## config.mk

```make
export PLATFORM = sky130hd
export DESIGN_NAME = nec_ir_pulse_decoder
export DESIGN_NICKNAME = d
export VERILOG_FILES = /design/src/design/nir_pkg.sv /design/src/design/nir_win.sv /design/src/design/nec_ir_pulse_decoder.sv
export SDC_FILE = /design/constraint.sdc
export NUM_CORES = 1
export LEC_CHECK = 0
export BUFFER_PORTS_ARGS = -buffer_cell sky130_fd_sc_hd__buf_2
export CORE_MARGIN = 8
export CORE_UTILIZATION = 66
export CTS_BUF_LIST = sky130_fd_sc_hd__clkbuf_8
export CTS_CLUSTER_DIAMETER = 50
export DETAILED_ROUTE_END_ITERATION = 16
export PLACE_DENSITY = 0.84
export SYNTH_ARGS = -nofsm -noshare
export SYNTH_HDL_FRONTEND = slang
export SYNTH_HIERARCHICAL = 1
export SYNTH_SLANG_ARGS = --single-unit
```

## constraint.sdc

```tcl
create_clock -name i_clk -period 10.65 [get_ports i_clk]
set_clock_uncertainty 0.15 [all_clocks]
set_input_delay 1.5975 -clock i_clk [delete_from_list [all_inputs] [get_ports i_clk]]
set_output_delay 1.5975 -clock i_clk [all_outputs]
set_load 0.1 [all_outputs]
```

## src/design/nir_pkg.sv

```systemverilog
// Package for the NEC IR pulse decoder: payload structs, register indexes,
// reset values and widths. No dependencies.
package nir_pkg;

    localparam int DUR_W  = 16;
    localparam int TOL_W  = 7;
    localparam int SPAN_W = DUR_W + TOL_W;
    localparam int CODE_W = 32;
    localparam int CNT_W  = 6;
    localparam int IDX_W  = 3;

    localparam logic [CNT_W-1:0] MAX_BITS = CNT_W'(32);

    localparam logic [DUR_W-1:0] LEAD_MARK_RST  = DUR_W'(9000);
    localparam logic [DUR_W-1:0] LEAD_SPACE_RST = DUR_W'(4500);
    localparam logic [DUR_W-1:0] BIT_MARK_RST   = DUR_W'(560);
    localparam logic [TOL_W-1:0] TOL_RST        = TOL_W'(25);
    localparam logic [DUR_W-1:0] BIT_SPLIT_RST  = DUR_W'(1000);

    // Expected times of 2 or less always pass.
    localparam logic [DUR_W-1:0] WANT_FREE_MAX  = DUR_W'(2);

    typedef enum logic [IDX_W-1:0] {
        REG_LEAD_MARK  = 3'd0,
        REG_LEAD_SPACE = 3'd1,
        REG_BIT_MARK   = 3'd2,
        REG_TOLERANCE  = 3'd3,
        REG_BIT_SPLIT  = 3'd4
    } t_reg_idx;

    localparam logic CMD_EDGE    = 1'b0;
    localparam logic CMD_TIMEOUT = 1'b1;

    typedef struct packed {
        logic             cmd;
        logic             pulse_level;
        logic [DUR_W-1:0] duration_us;
    } t_in;

    typedef struct packed {
        logic [CODE_W-1:0] code_bits;
        logic [CNT_W-1:0]  bit_count;
        logic              overflow;
    } t_out;

endpackage

```

## src/design/nir_win.sv

```systemverilog
// Tolerance window check for one phase duration.
// Uses nir_pkg; span is expected time times tolerance percent, precomputed.
module nir_win (
    input  logic [nir_pkg::DUR_W-1:0]  i_got,
    input  logic [nir_pkg::DUR_W-1:0]  i_want,
    input  logic [nir_pkg::SPAN_W-1:0] i_span,
    output logic                       o_pass
);
    import nir_pkg::*;

    logic             got_ge;
    logic [DUR_W-1:0] diff;
    logic [SPAN_W-1:0] diff_x100;
    logic [SPAN_W-1:0] span_up;

    // got >= want - ceil(span/100)  <=>  100*(want-got) <= span + 99
    // got <= want + floor(span/100) <=>  100*(got-want) <= span
    always_comb begin
        got_ge    = (i_got >= i_want);
        diff      = got_ge ? (i_got - i_want) : (i_want - i_got);
        diff_x100 = (SPAN_W'(diff) << 6) + (SPAN_W'(diff) << 5) + (SPAN_W'(diff) << 2);
        span_up   = i_span + SPAN_W'(99);
        if (i_want <= WANT_FREE_MAX) begin
            o_pass = 1'b1;
        end else if (got_ge) begin
            o_pass = (diff_x100 <= i_span);
        end else begin
            o_pass = (diff_x100 <= span_up);
        end
    end

endmodule

```

## src/design/nec_ir_pulse_decoder.sv

```systemverilog
// NEC IR pulse-train decoder top level: input register, phase tracker,
// result register and configuration registers. Uses nir_pkg and nir_win.
//
//  channel | signals                              | moves
//  --------+--------------------------------------+---------------------------
//  in      | i_in_valid, o_in_stall, i_in         | one edge or timeout item
//  out     | o_out_valid, i_out_stall, o_out      | one decoded frame item
//  cfg     | i_cfg_valid, o_cfg_ready, index/data | one register write
//
// One item per cycle while input is not stalled. An item enters the input
// register, and the phase state updates and any result is registered when
// it leaves. After reset and after each register write, input stalls while
// the window spans are recomputed. A stalled result holds, and the input
// register still takes one more item behind it.
module nec_ir_pulse_decoder (
    input  logic                     i_clk,
    input  logic                     i_rst_n,
    input  logic                     i_in_valid,
    output logic                     o_in_stall,
    input  nir_pkg::t_in             i_in,
    output logic                     o_out_valid,
    input  logic                     i_out_stall,
    output nir_pkg::t_out            o_out,
    input  logic                     i_cfg_valid,
    output logic                     o_cfg_ready,
    input  logic [nir_pkg::IDX_W-1:0] i_cfg_index,
    input  logic [nir_pkg::DUR_W-1:0] i_cfg_data
);
    import nir_pkg::*;

    typedef enum logic [2:0] {
        PH_IDLE       = 3'd0,
        PH_LEAD_MARK  = 3'd1,
        PH_LEAD_SPACE = 3'd2,
        PH_BIT_MARK   = 3'd3,
        PH_BIT_SPACE  = 3'd4
    } t_phase;

    localparam logic [1:0] SETTLE_CYC = 2'd2;

    logic [DUR_W-1:0]  r_lead_mark, r_lead_space, r_bit_mark, r_bit_split;
    logic [TOL_W-1:0]  r_tol;
    logic [SPAN_W-1:0] r_lm_span, r_ls_span, r_bm_span;
    logic [1:0]        r_settle;

    logic              r_in_valid;
    t_in               r_in;
    logic              r_out_valid;
    t_out              r_out;

    t_phase            r_phase, n_phase;
    logic [CNT_W-1:0]  r_bits, n_bits;
    logic [CODE_W-1:0] r_code, n_code;
    logic              r_ovf, n_ovf;

    logic              cfg_we;
    logic              out_free;
    logic              proceed;
    logic              emit;
    logic [DUR_W-1:0]  want;
    logic [SPAN_W-1:0] span;
    logic              pass;

    assign o_cfg_ready = 1'b1;
    assign cfg_we      = i_cfg_valid && o_cfg_ready;
    assign out_free    = !r_out_valid || !i_out_stall;
    assign proceed     = r_in_valid && out_free;
    assign o_in_stall  = (r_settle != 2'd0) || (r_in_valid && !proceed);
    assign o_out_valid = r_out_valid;
    assign o_out       = r_out;

    // Configuration registers.
    always_ff @(posedge i_clk) begin
        if (!i_rst_n) begin
            r_lead_mark  <= LEAD_MARK_RST;
            r_lead_space <= LEAD_SPACE_RST;
            r_bit_mark   <= BIT_MARK_RST;
            r_tol        <= TOL_RST;
            r_bit_split  <= BIT_SPLIT_RST;
            r_settle     <= SETTLE_CYC;
        end else begin
            if (cfg_we) begin
                r_settle <= SETTLE_CYC;
                unique case (i_cfg_index)
                    REG_LEAD_MARK:  r_lead_mark  <= i_cfg_data;
                    REG_LEAD_SPACE: r_lead_space <= i_cfg_data;
                    REG_BIT_MARK:   r_bit_mark   <= i_cfg_data;
                    REG_TOLERANCE:  r_tol        <= i_cfg_data[TOL_W-1:0];
                    REG_BIT_SPLIT:  r_bit_split  <= i_cfg_data;
                    default: ;
                endcase
            end else if (r_settle != 2'd0) begin
                r_settle <= r_settle - 2'd1;
            end
        end
    end

    // Window spans: expected time times tolerance percent.
    always_ff @(posedge i_clk) begin
        r_lm_span <= SPAN_W'(r_lead_mark)  * SPAN_W'(r_tol);
        r_ls_span <= SPAN_W'(r_lead_space) * SPAN_W'(r_tol);
        r_bm_span <= SPAN_W'(r_bit_mark)   * SPAN_W'(r_tol);
    end

    always_comb begin
        unique case (r_phase)
            PH_LEAD_MARK: begin
                want = r_lead_mark;
                span = r_lm_span;
            end
            PH_LEAD_SPACE: begin
                want = r_lead_space;
                span = r_ls_span;
            end
            PH_BIT_MARK: begin
                want = r_bit_mark;
                span = r_bm_span;
            end
            default: begin
                want = '0;
                span = '0;
            end
        endcase
    end

    nir_win u_win (
        .i_got  (r_in.duration_us),
        .i_want (want),
        .i_span (span),
        .o_pass (pass)
    );

    always_comb begin
        n_phase = r_phase;
        n_bits  = r_bits;
        n_code  = r_code;
        n_ovf   = r_ovf;
        emit    = 1'b0;
        if (r_in.cmd == CMD_TIMEOUT) begin
            if (r_phase != PH_IDLE) begin
                emit    = 1'b1;
                n_phase = PH_IDLE;
                n_bits  = '0;
                n_code  = '0;
                n_ovf   = 1'b0;
            end
        end else if (!pass) begin
            n_phase = PH_IDLE;
            n_bits  = '0;
            n_code  = '0;
            n_ovf   = 1'b0;
        end else begin
            unique case (r_phase)
                PH_IDLE: begin
                    if (r_in.pulse_level) n_phase = PH_LEAD_MARK;
                end
                PH_LEAD_MARK: begin
                    if (!r_in.pulse_level) n_phase = PH_LEAD_SPACE;
                end
                PH_LEAD_SPACE: begin
                    if (r_in.pulse_level) n_phase = PH_BIT_MARK;
                end
                PH_BIT_MARK: begin
                    if (!r_in.pulse_level) n_phase = PH_BIT_SPACE;
                end
                PH_BIT_SPACE: begin
                    n_phase = PH_BIT_MARK;
                    if (r_bits < MAX_BITS) begin
                        if (r_in.duration_us < r_bit_split) begin
                            n_code[r_bits[$clog2(CODE_W)-1:0]] = 1'b1;
                        end
                        n_bits = r_bits + CNT_W'(1);
                    end else begin
                        n_ovf = 1'b1;
                    end
                end
                default: begin
                    n_phase = PH_IDLE;
                    n_bits  = '0;
                    n_code  = '0;
                    n_ovf   = 1'b0;
                end
            endcase
        end
    end

    // Input register, phase state and result register.
    always_ff @(posedge i_clk) begin
        if (!i_rst_n) begin
            r_in_valid  <= 1'b0;
            r_out_valid <= 1'b0;
            r_phase     <= PH_IDLE;
            r_bits      <= '0;
            r_code      <= '0;
            r_ovf       <= 1'b0;
        end else begin
            if (i_in_valid && !o_in_stall) begin
                r_in_valid <= 1'b1;
                r_in       <= i_in;
            end else if (proceed) begin
                r_in_valid <= 1'b0;
            end
            if (proceed) begin
                r_phase <= n_phase;
                r_bits  <= n_bits;
                r_code  <= n_code;
                r_ovf   <= n_ovf;
            end
            if (proceed && emit) begin
                r_out_valid     <= 1'b1;
                r_out.code_bits <= r_code;
                r_out.bit_count <= r_bits;
                r_out.overflow  <= r_ovf;
            end else if (!i_out_stall) begin
                r_out_valid <= 1'b0;
            end
        end
    end

endmodule

```

==> results of run 1 <==
==> logic make-up (layout without fill, tap and decap cells) <==
kind of cell | Yosys count | count (layout)
buf+inv | 457 | 522
fa+ha+maj | 460 | 460
flops | 243 | 243
simple gates | 820 | 820
other cells | 1 | 1
xor+xnor | 116 | 116
compound gates | 455 | 455
mux | 60 | 60
==> metrics by stage <==
stage	setup WS, ns	util	hold slack, ns	area, sq um
finish	0.708	0.711	0.280	25200
global route	0.108	0.711	0.293	25200
CTS	0.771	0.711	0.281	25200
detailed placement	0.796	0.685	0.269	24300
global placement	1.11	0.685	0.273	24300
floorplan	2.02	-	0.259	23700
==> flip-flops by register name, summed over array words and instances, names as in the netlist <==
signal,flops
r_lead_space,16
r_bit_mark,16
r_bit_split,16
r_ovf,1
r_code,32
r_phase,3
r_lm_span,23
r_ls_span,23
r_in_valid,1
o_out_valid,1
r_lead_mark,16
r_tol,7
r_bm_span,23
r_bits,6
r_in,18
r_settle,2
o_out,39
==> area by class of cell <==
type                            count  area (sq um)  area share
Sequential cell                   243          5440       0.216
Clock inverter                     31           279      0.0111
Tap cell                          461           577      0.0229
Multi-Input combinational cell   1912         16500       0.653
Inverter                          350          1310      0.0521
Timing Repair Buffer               95           508      0.0201
Clock buffer                       46           633      0.0251
==> power by group <==
group          internal [mW]  switching, mW
clock                  0.508          0.413
combinational          0.334          0.450
sequential              1.01         0.0402
total                   1.85          0.903
==> path summary, 6_finish.rpt <==
| kind | slack, ns | start | cells past startpoint | end |
|---|---|---|---|---|
| setup reg to reg | 0.71 | r_phase[1] | 34 | r_code[2] |
| setup / recovery | 0.71 | r_phase[1] | 34 | r_code[2] |
| hold reg to reg | 0.28 | r_code[24] | 0 | o_out[31] |
| hold / removal | 0.28 | r_code[24] | 0 | o_out[31] |
==> layer usage <==
layer,GRT usage,up-vias,share of wire
met3,0.0650,158,0.089
met4,0.136,0,0.046
met5,0,-,0
met1,0.367,9283,0.40
li1,-,8691,-
met2,0.477,769,0.47
==> layout by cell type (no fill, tap or decap), types with 14 or more instances in the layout <==
cell,instances
nand3_1,44
inv_1,361
a21oi_1,93
a21o_1,61
fa_1,222
and2_1,245
ha_1,238
a22o_1,32
a21boi_0,44
mux2_2,43
o211ai_1,17
xor2_1,31
nor2_1,116
xnor2_1,85
nor2b_1,14
and3_1,16
nor3_1,16
o21ai_0,48
buf_2,82
dfxtp_1,184
a31oi_1,15
nand4_1,21
clkbuf_8,46
edfxtp_1,57
a22oi_1,41
nand2_1,292
==> flow_summary.rst, run 1 <==
.. list-table::
   :header-rows: 1

   * - Metric
     - Value
   * - Status
     - finished, final reports clean
   * - Clock edge transition at the registers on the reported setup and hold paths
     - 0.06 ns
   * - Die span in x
     - ~200 microns
   * - Remaining DRCs
     - 0
   * - Worst path required time
     - 11.05 ns
   * - Buffer type at the clock tree root
     - clkbuf_8
   * - Final number of max-transition violations
     - 0
   * - Synthesized flop and latch total
     - roughly 240
   * - Main flop type after synthesis
     - dfxtp_1
   * - Total power
     - 2.75 mW
   * - Via count of the first global-routing pass
     - 19200
   * - Leak Pwr
     - 11.8 nW
   * - HPWL after DPL
     - 47000 microns
   * - All-layer global routing usage
     - 0.293
   * - Simple-gate share of the synthesized area
     - 0.173
   * - Final critical delay including setup and external delays
     - 9.94 ns
   * - Number of H-tree branching levels
     - 2
   * - Number of antenna cells inserted
     - 0
   * - 1st-pass router iterations
     - 6
   * - Arithmetic-cell share of the synthesized area counting full adders, half adders and majority gates
     - 0.313
   * - Setup CP Type
     - flip-flop to flip-flop
   * - Number of inserted filler cells in the final layout
     - around 2700
   * - Port Buf Inserts
     - 82
   * - FFs w/ async S/R, synth
     - 0
   * - Layout cell share with drive strength beyond 1
     - 0.0934
   * - Worst-skew pair later-pin latency
     - ~0.59 ns
   * - Die Area
     - 42200 sq um
   * - Dominant cells by area after synthesis
     - fa_1 (19%), dfxtp_1 (16%), ha_1 (13%)
   * - Part of the Yosys area used for sequential elements
     - 0.229
   * - Grt ovf
     - 0
   * - Hold-fix buffers, CTS
     - 0
   * - PD cells
     - 109 nW/um^2
   * - Post-route insts no fill
     - approximately 3100
   * - IR Drop Worst-Case VDD
     - 0.131 mV
   * - Transition time at the pin with the least slew margin
     - 1.17 ns
   * - Wire length of the first global-routing pass
     - between 90000 and 100000 microns
   * - Vias
     - 18900
   * - Worst Path Arrival
     - about 10 ns
   * - Wire length after detailed routing
     - 61000 microns
   * - Peak per-stage delay on the critical path
     - 0.88 ns
   * - Post-Syn Area per Cell
     - 9.08 sq um
   * - Yosys Warn Count
     - 6
   * - Leading post-synthesis cells by instance count
     - inv_1 (350), nand2_1 (292), and2_1 (245)
   * - Maximum fanout along the worst path
     - 32
   * - Post-placement cell count
     - approximately 3100
   * - Dominant delay contributor by cell family on the critical path
     - compound AO/OA/AOI/OAI gates
   * - Cell with the most instances after synthesis
     - inv_1
   * - Path category of the worst min-delay check
     - flip-flop to flip-flop
   * - Clock tree from TritonCTS
     - yes
   * - Headroom to the max-slew limit
     - 0.216
   * - Antenna violations before repair
     - 0
   * - Synthesized Nets
     - 3114
   * - Count of mapped cells out of synthesis
     - 2612
   * - Gpl congestion
     - 0.996
   * - Kind of end point of the critical path
     - flip-flop
   * - Multiplexer share of the synthesized area
     - 0.0288
   * - Xor-xnor portion of the synthesized cell area
     - 0.0428
   * - Setup violation total in the final timing report
     - 0
   * - Number of routed nets with antenna violations
     - 0
   * - Clock Sinks
     - 243
   * - Number of library cell types mapped by synthesis
     - 90
   * - Main combinational cell family by area after synthesis
     - adder cells
   * - Fraction of the cycle the final worst path needs
     - 0.934
   * - Number of rows in the core area
     - 69
   * - Post CTS Setup Buffer Count
     - 0
   * - Total clock buffers created by CTS
     - 42
   * - Mean routed wirelength per cell
     - 19.4 microns
   * - Post-synth top area cell
     - fa_1
   * - Worst path bufs/invs
     - 2
   * - Floorplan core area
     - 35500 sq um
   * - Unrepaired setup endpoints after global routing
     - no
   * - Fraction of synthesized cell area taken by the top area cell type
     - 0.187
   * - Syn-to-layout area delta
     - 6.40%
   * - Cell area after synthesis
     - roughly 24000 sq um
   * - Kind of start point of the critical path
     - flip-flop
   * - Vertical extent of the die
     - 206 microns
   * - Post-cts repair resize count
     - 0
   * - Cell with the biggest individual delay on the critical path
     - o21a_1
   * - Maximum buffer depth of the clock tree
     - 3
   * - Initial standard-cell utilization of the core
     - 0.668
   * - Top-Level Pins
     - 84
   * - Routed vias/inst
     - 6.02
   * - Final net count
     - approximately 3100
   * - Final Hold Fails
     - 0
   * - First-iteration detailed-routing DRC count
     - 1301
   * - Number of flops mapped to enable cells by yosys
     - 57
   * - Setup TNS
     - 0 ns
   * - Number of maximum-capacitance constraint violations
     - 0
   * - Compound-gate portion of the synthesized area
     - 0.137
   * - Maximum number of pins on one net before global-route repair
     - 86
   * - Max Fclk
     - between 0.1 and 0.15 GHz
Note: power is estimated with default switching activity, not from simulation.
==> run 2: changes to the inputs <==
--- a/config.mk
+++ b/config.mk
@@ -11,7 +11,7 @@
 export CTS_BUF_LIST = sky130_fd_sc_hd__clkbuf_8
 export CTS_CLUSTER_DIAMETER = 50
 export DETAILED_ROUTE_END_ITERATION = 16
-export PLACE_DENSITY = 0.84
+export PLACE_DENSITY = 0.95
 export SYNTH_ARGS = -nofsm -noshare
 export SYNTH_HDL_FRONTEND = slang
 export SYNTH_HIERARCHICAL = 1
==> constraint.sdc (replaced) <==
create_clock -name i_clk -period 9.95 [get_ports i_clk]
set_clock_uncertainty 0.15 [all_clocks]
set_input_delay 1.4925 -clock i_clk [delete_from_list [all_inputs] [get_ports i_clk]]
set_output_delay 1.4925 -clock i_clk [all_outputs]
set_load 0.1 [all_outputs]
==> flow_summary.rst, run 2 (synthesized netlist as in run 1, its figures left out) <==
.. list-table::
   :header-rows: 1

   * - Metric
     - Value
   * - Worst-skew pair later-pin latency
     - 0.60 ns (about the same)
   * - Transition time at the pin with the least slew margin
     - 1.40 ns (+0.221 ns)
   * - Hold-fix buffers, CTS
     - 0 (unchanged)
   * - Floorplan core area
     - 35500 sq um (unchanged)
   * - Setup violation total in the final timing report
     - 0 (unchanged)
   * - 1st-pass router iterations
     - 7 (+1)
   * - Final critical delay including setup and external delays
     - 9.52 ns (-0.419 ns)
   * - Initial standard-cell utilization of the core
     - 0.668 (unchanged)
   * - Most common cell after layout, fill and taps aside
     - inv_1
   * - Number of inserted filler cells in the final layout
     - 2347 (-12%)
   * - Setup TNS
     - 0 ns (unchanged)
   * - Layout cell share with drive strength beyond 1
     - 0.104 (+0.0111)
   * - Worst path bufs/invs
     - 2 (unchanged)
   * - Most Used Layer, Global Route
     - met2
   * - Final number of max-transition violations
     - 0 (unchanged)
   * - Grt ovf
     - 0 (unchanged)
   * - Commonest non-fill, non-tap cells in the layout
     - inv_1 (357), nand2_1 (292), and2_1 (245)
   * - Hold slack
     - 0.289 ns (+0.00957 ns)
   * - Syn-to-layout area delta
     - 7.29%
   * - Port Buf Inserts
     - 82 (unchanged)
   * - Final net count
     - 3168 (+0.70%)
   * - Wire length after detailed routing
     - 63600 microns (+4.2%)
   * - Die Area
     - 42200 sq um (unchanged)
   * - Remaining DRCs
     - 0 (unchanged)
   * - Number of rows in the core area
     - 69 (unchanged)
   * - Sequential cell area in the final layout
     - 5440 sq um (+0.11%)
   * - Setup CP Type
     - flip-flop to flip-flop
   * - All-layer global routing usage
     - 0.304 (+0.0110)
   * - Antenna violations before repair
     - 1 (+1)
   * - Path category of the worst min-delay check
     - flip-flop to flip-flop
   * - Mean routed wirelength per cell
     - 20.1 microns (+3.5%)
   * - Vertical extent of the die
     - 206 microns (unchanged)
   * - Footprint of the multi-input gates
     - 16500 sq um (+0.31%)
   * - Die span in x
     - 206 microns (unchanged)
   * - Clock tree from TritonCTS
     - yes
   * - Wire length of the first global-routing pass
     - 103000 microns (+4.3%)
   * - Status
     - finished, final reports clean
   * - Number of maximum-capacitance constraint violations
     - 0 (unchanged)
   * - First-iteration detailed-routing DRC count
     - 1932 (+49%)
   * - Headroom to the max-slew limit
     - 0.0658 (-0.150)
   * - Vias
     - 19500 (+3.3%)
   * - Cell with the biggest individual delay on the critical path
     - fa_1
   * - Total power
     - 2.90 mW (+5.3%)
   * - Dominant delay contributor by cell family on the critical path
     - compound AO/OA/AOI/OAI gates
   * - Kind of start point of the critical path
     - flip-flop
   * - IR Drop Worst-Case VDD
     - 0.121 mV (-7.7%)
   * - Maximum fanout along the worst path
     - 30 (-6.3%)
   * - Gpl congestion
     - 0.978 (-1.8%)
   * - Depth of the worst register-to-register path
     - 35 (+2.9%)
   * - Logic depth of the worst path, buffers included
     - 35 (+2.9%)
   * - Maximum number of pins on one net before global-route repair
     - 86 (unchanged)
   * - Post-placement cell area
     - 24400 sq um (+0.37%)
   * - Global Route met1 Usage
     - 0.368 (+0.00134)
   * - Leak Pwr
     - 11.9 nW (+0.73%)
   * - Clock edge transition at the registers on the reported setup and hold paths
     - 0.06 ns (about the same)
   * - Top-Level Pins
     - 84 (unchanged)
   * - Met2 GRT Util
     - 0.489 (+0.0118)
   * - Fraction of the cycle the final worst path needs
     - 0.957 (+0.0235)
   * - PD cells
     - 114 nW/um^2 (+4.4%)
   * - Flip-flop count of the largest register after layout
     - 39 (unchanged)
   * - Peak per-stage delay on the critical path
     - 0.49 ns (-0.39 ns)
   * - Number of H-tree branching levels
     - 2 (unchanged)
   * - Kind of end point of the critical path
     - flip-flop
   * - Number of routed nets with antenna violations
     - 0 (unchanged)
   * - Worst hold stages
     - 0 (unchanged)
   * - Clock Sinks
     - 243 (unchanged)
   * - Met3 track demand over resource
     - 0.0603 (-0.00472)
   * - Total clock buffers created by CTS
     - 42 (unchanged)
   * - Via count of the first global-routing pass
     - 20300 (+6.2%)
   * - Routed vias/inst
     - 6.18 (+2.6%)
   * - Max Fclk
     - 0.105 GHz (+4.4%)
   * - Worst path required time
     - 10.34 ns (-0.71 ns)
   * - HPWL after DPL
     - 47100 microns (+0.20%)
   * - Non-Filler Cell Area, Final
     - 25400 sq um (+0.83%)
   * - Buffer type at the clock tree root
     - clkbuf_8
   * - Unrepaired setup endpoints after global routing
     - no
   * - Final Hold Fails
     - 0 (unchanged)
   * - Worst Path Arrival
     - 9.91 ns (-0.43 ns)
   * - Maximum buffer depth of the clock tree
     - 3 (unchanged)
run 2: cell count changes in the layout (fill, tap and decap cells not counted), moves of 2 or more:
cell and delta:
buf_12 +3, buf_4 +18, bufinv_16 -3, clkinv_1 +5, dfxtp_1 -5, dfxtp_2 +5
inv_1 -4, inv_6 +2, inv_8 -2, nor2_1 -2, xnor2_1 -2, xnor2_2 +2
run 2: metal layers:
metal	vias up	wire length, microns
li1	8741	-
met1	9421	24600
met2	1081	29000
met3	289	5660
met4	0	4320
met5	-	0
run 2: worst reg2reg max path: cells and delay by family (launching register included):
family	cells	cell delay, ns
multiplexers	1	0.30
AO/OA/AOI/OAI	15	3.78
flip-flops	1	0.45
buffers and inverters	2	0.42
XOR/XNOR	2	0.32
adder cells (fa/ha/maj)	5	1.87
AND/OR/NAND/NOR	10	2.19
run 2: final cells by class:
cell class	count	share of cell area
inverters	350	0.0516
multi-input cells	1912	0.650
repair buffers	117	0.0286
diodes	1	0.0000984
clock buffers	47	0.0254
flip-flops and latches	243	0.214
clock inverters	30	0.00767
well taps	461	0.0227
run 2: per-stage QoR:
stage	setup slack (ns)	std cells	util
finish	0.427	3161	0.717
global route	0.0165	3161	0.717
CTS	0.0528	3146	0.712
detailed placement	0.169	3069	0.688
global placement	0.482	3069	0.688
floorplan	1.32	2612	-
run 2: power by group:
| part | internal [mW] | switching (mW) |
|---|---|---|
| registers | 1.08 | 0.0487 |
| logic | 0.361 | 0.488 |
| clock network | 0.471 | 0.450 |
run 2: what timing repair did:
action,4_1_cts,5_1_grt
setup buffers,0,13
setup endpoints to repair,0,38
resized for setup,0,14
run 2: worst paths after layout:
kind | start | end | slack, ns
max | r_phase[1] | r_code[23] | 0.43
min | r_code[19] | o_out[26] | 0.29
max reg2reg | r_phase[1] | r_code[23] | 0.43
min reg2reg | r_code[19] | o_out[26] | 0.29
